File: config.mk
export PLATFORM = sky130hd
export DESIGN_NAME = cstep_timing
export DESIGN_NICKNAME = d
export VERILOG_FILES = /design/src/rtl/core/cstep_pkg.sv /design/src/rtl/core/cstep_timing.sv
export SDC_FILE = /design/constraint.sdc
export NUM_CORES = 1
export LEC_CHECK = 0
export BUFFER_PORTS_ARGS = -buffer_cell sky130_fd_sc_hd__buf_2
export CAP_MARGIN = 10
export CORE_UTILIZATION = 43
export DETAILED_ROUTE_END_ITERATION = 7
export PLACE_DENSITY = 0.86
export RECOVER_POWER = 100
export SLEW_MARGIN = 10
export SYNTH_ARGS = -nofsm -noshare
export SYNTH_HDL_FRONTEND = slang
export SYNTH_SLANG_ARGS = --single-unit
File: constraint.sdc
create_clock -name vclk -period 6.02
set_input_delay 0.602 -clock vclk [all_inputs]
set_output_delay 0.602 -clock vclk [all_outputs]
set_load 0.02 [all_outputs]
File: src/rtl/core/cstep_pkg.sv
package cstep_pkg;

    localparam int TABLE_ROWS_DEF    = 256;
    localparam int ROW_LENGTH_DEF    = 64;
    localparam int CHIRP_SLOTS_DEF   = 128;
    localparam int QUARTER_CHIRP_DEF = 12;
    localparam int DATA_CHIRP_DEF    = 13;

    localparam int CFG_IDX_W  = 3;
    localparam int CFG_DATA_W = 24;

    localparam logic [15:0] MOD_DEV_BITS = 16'h0040;
    localparam logic [31:0] START_TIME   = 32'd200;
    localparam logic [6:0]  MAX_STEPS    = 7'd64;

    typedef enum logic [1:0] {
        OP_TICK        = 2'd0,
        OP_ROW_WRITE   = 2'd1,
        OP_TABLE_WRITE = 2'd2,
        OP_START       = 2'd3
    } op_t;

    localparam logic [CFG_IDX_W-1:0] CFG_NORMAL_WHOLE    = 3'd0;
    localparam logic [CFG_IDX_W-1:0] CFG_NORMAL_FRACTION = 3'd1;
    localparam logic [CFG_IDX_W-1:0] CFG_NORMAL_STEPS    = 3'd2;
    localparam logic [CFG_IDX_W-1:0] CFG_QUARTER_WHOLE   = 3'd3;
    localparam logic [CFG_IDX_W-1:0] CFG_QUARTER_FRACTION = 3'd4;
    localparam logic [CFG_IDX_W-1:0] CFG_QUARTER_STEPS   = 3'd5;
    localparam logic [CFG_IDX_W-1:0] CFG_FRACTION_MOD    = 3'd6;
    localparam logic [CFG_IDX_W-1:0] CFG_CHIRP_COUNT     = 3'd7;

    typedef struct packed {
        logic [23:0] step_whole;
        logic [15:0] step_fraction;
        logic [15:0] modulus;
    } step_cfg_t;

    typedef struct packed {
        logic        frame_valid;
        logic [15:0] spi_word;
        logic [31:0] compare_time;
        logic        done_res;
    } result_t;

endpackage

File: src/rtl/core/cstep_timing.sv
module cstep_timing (
    input  logic [31:0]          next_time,
    input  logic [15:0]          fraction_acc,
    input  cstep_pkg::step_cfg_t step_cfg,
    output logic [31:0]          next_time_adv,
    output logic [15:0]          fraction_adv
);

    logic [16:0] acc_sum;
    logic [16:0] acc_wrapped;
    logic        carry;

    assign acc_sum     = {1'b0, fraction_acc} + {1'b0, step_cfg.step_fraction};
    assign carry       = (acc_sum >= {1'b0, step_cfg.modulus});
    assign acc_wrapped = acc_sum - {1'b0, step_cfg.modulus};

    assign fraction_adv  = carry ? acc_wrapped[15:0] : acc_sum[15:0];
    assign next_time_adv = next_time + {8'd0, step_cfg.step_whole} + {31'd0, carry};

endmodule

==> out/qor.yml <==
run_status:
  status: "finished, violations left"
  violations: "negative setup slack"
sta:
  rsz0062_at_grt: "true"
  slew_headroom_pct: 30.0
  fin_crit_sh_pct: 106
  fin_crit_ns: 6.41
  maxSlewViolCount: 0
  setup_viol: 20
  tightest_slew_ns: 1.04
  hold_violations: 0
  fin_ws_ns: -0.387
  fmax_ghz: 0.156
  whs_ns: 1.52
power_and_ir_drop:
  peakVddDrop_v: 0.000159
  p_leak_nw: 2.44
  power_density_nw_per_um2: 207
  p_total_mw: 0.976
routing:
  first_pass_iters: 4
  vias: 3937
  drt_wl_total_mm: 11.4
  routedWlPerCell_um: 16.7
  antenna_left: 0
  drtIter0Drc: 270
  drc: 0
  viasPerCell: 5.78
final_layout:
  nets: 768
  n_clock_buffer: 0
  areaGrowthSynthToFinish_pct: 66.9
  drive_above_1_share_pct: 49.7
  antenna_cells: 0
  seq_cell_count: 0
  seq_area_um2: 0
  final_cell_area_um2: 4720
grt:
  antenna_found_initial: 0
  grt_max_degree: 16
  grt_pass1_vias: 3832
  grt_pass1_wl_mm: 17.2
  grt_usage_pct: 29.2
  gr-total-overflow: 0
die:
  row_count: 29
  io_pins: 152
  die_h_um: 83.1
  start_util_pct: 44.6
  dieArea_um2: 6910
  core-area_um2: 6350
  die_w_um: 83.1
min_path:
  hold_path.class: "input pin to output pin"
  worstHoldStart: "next_time[31]"
  hold_path_end: "next_time_adv[31]"
  min_delay_path_depth: 3
setup_path:
  critPathArrivalTime_ns: 5.81
  crit_fanout: 4
  critical-path-top-delay-family: "compound AO/OA/AOI/OAI gates"
  cp.required_ns: 5.42
  path_class: "input pin to output pin"
  critPathLaunchType: "input pin"
  timing.critical_path.slowest_cell_delay_ns: 0.35
  cp-end-kind: "output pin"
  cp_slowest_cell: "fa_2"
  path_buf_inv: 6
placement:
  gp_routability_congestion: 0.861
  dp_hpwl_mm: 8.27
  io_buffers: 152
  placed_area_um2: 4250
synthesis:
  avgSynthCellArea_um2: 7.45
  synth_seq_area_share_pct: 0
  synth_cells: 380
  syn-num-nets: 542
  ys_warn_count: 0
  synth_area_um2: 2830
  ys_types: 55
flow_run:
  drv_cap: 0
clock_network:
  cts_hold_buf: 0
worst max path at each step:
stage               cells after the start           endpoint  slack [ns]            start
CTS                                    28  next_time_adv[17]       -0.22     step_cfg[16]
global placement                       28  next_time_adv[17]       -0.31  fraction_acc[0]
global route                           28  next_time_adv[17]       -0.58     step_cfg[16]
detailed placement                     28  next_time_adv[17]       -0.54  fraction_acc[0]
floorplan                              27  next_time_adv[17]       -0.30  fraction_acc[0]
finish                                 30  next_time_adv[28]       -0.39     step_cfg[16]
where the power goes:
group          switching (mW)  internal [mW]  leakage [nW]  total (mW)
sequential                  0              0             0           0
combinational           0.525          0.451          2.44       0.976
clock                       0              0             0           0
metrics by stage:
stage | utilization [%] | cells | setup slack (ns) | TNS (ns)
after floorplan | - | 380 | -0.295 | -0.443
after global placement | 66.9 | 664 | -0.312 | -3.02
after detailed placement | 66.9 | 664 | -0.543 | -7.20
after CTS | 70.5 | 673 | -0.218 | -2.01
after global routing | 74.4 | 681 | -0.579 | -9.41
final | 74.4 | 681 | -0.387 | -5.39
logic make-up after synthesis:
| group | after synthesis | share of synthesized area (%) |
|---|---|---|
| buffers and inverters | 35 | 5.22 |
| adders and majority gates | 58 | 26.4 |
| and+or+nand+nor | 111 | 19.8 |
| xor gates and xnor gates | 49 | 15.2 |
| AOI/OAI and AO/OA | 112 | 27.4 |
| muxes | 15 | 6.01 |
placed cells by master (no fill, tap or decap), drive strengths merged, types with 2 or more instances in the layout:
master  netlist  layout
buf           1     226
ha           55      55
nor2         37      37
xnor2        35      35
inv          33      33
a21oi        32      32
o21ai        18      18
nand2        16      16
a21o         14      14
xor2         14      14
mux2         13      13
nor3         11      11
nand3        11      11
a211oi       10      10
nor2b         9       9
o21bai        8       8
o21a          6       6
nand4         5       5
and3          4       4
nand2b        4       4
a31oi         4       4
o31ai         3       3
a221oi        3       3
a21boi        3       3
fa            3       3
or2           3       3
o211ai        2       2
nor4          2       2
or3           2       2
nand3b        2       2
mux2i         2       2
a31o          2       2
o22ai         2       2
nor3b         2       2
tightest hold or removal path: cells and delay by family:
family,cells,cell delay [ns]
buffers and inverters,2,0.25
xor gates and xnor gates,1,0.06
metal layers:
layer | GRT usage [%] | up-vias | wire, um
met1 | 33.1 | 1836 | 4150
met3 | 3.38 | 53 | 759
met5 | 0 | - | 0
met4 | 9.87 | 0 | 463
met2 | 55.8 | 216 | 5990
li1 | - | 1832 | -
cells in the mapped netlist (all sizes together), types with 3 or more instances:
master / instances / area (um2)
ha: 55 / 688
nor2: 37 / 155
xnor2: 35 / 307
inv: 33 / 124
a21oi: 32 / 175
o21ai: 18 / 90.1
nand2: 16 / 60.1
a21o: 14 / 106
xor2: 14 / 123
mux2: 13 / 150
nand3: 11 / 55.1
nor3: 11 / 55.1
a211oi: 10 / 85.1
nor2b: 9 / 56.3
o21bai: 8 / 60.1
o21a: 6 / 45.0
nand4: 5 / 31.3
a31oi: 4 / 25.0
and3: 4 / 25.0
nand2b: 4 / 25.0
a21boi: 3 / 22.5
a221oi: 3 / 26.3
fa: 3 / 60.1
o31ai: 3 / 32.5
or2: 3 / 18.8
final cells by class:
cell class	count	area, um2
inverters	33	126
well taps	77	96.3
multi-input cells	345	3080
fillers	412	1630
repair buffers	226	1420
what timing repair did:
item | 4_1_cts | 5_1_grt
pin swaps | 33 | 24
gates resized for setup | 37 | 42
setup endpoints to repair | 21 | 24
buffers inserted | 10 | 10
Note: power is estimated with default switching activity, not from simulation.
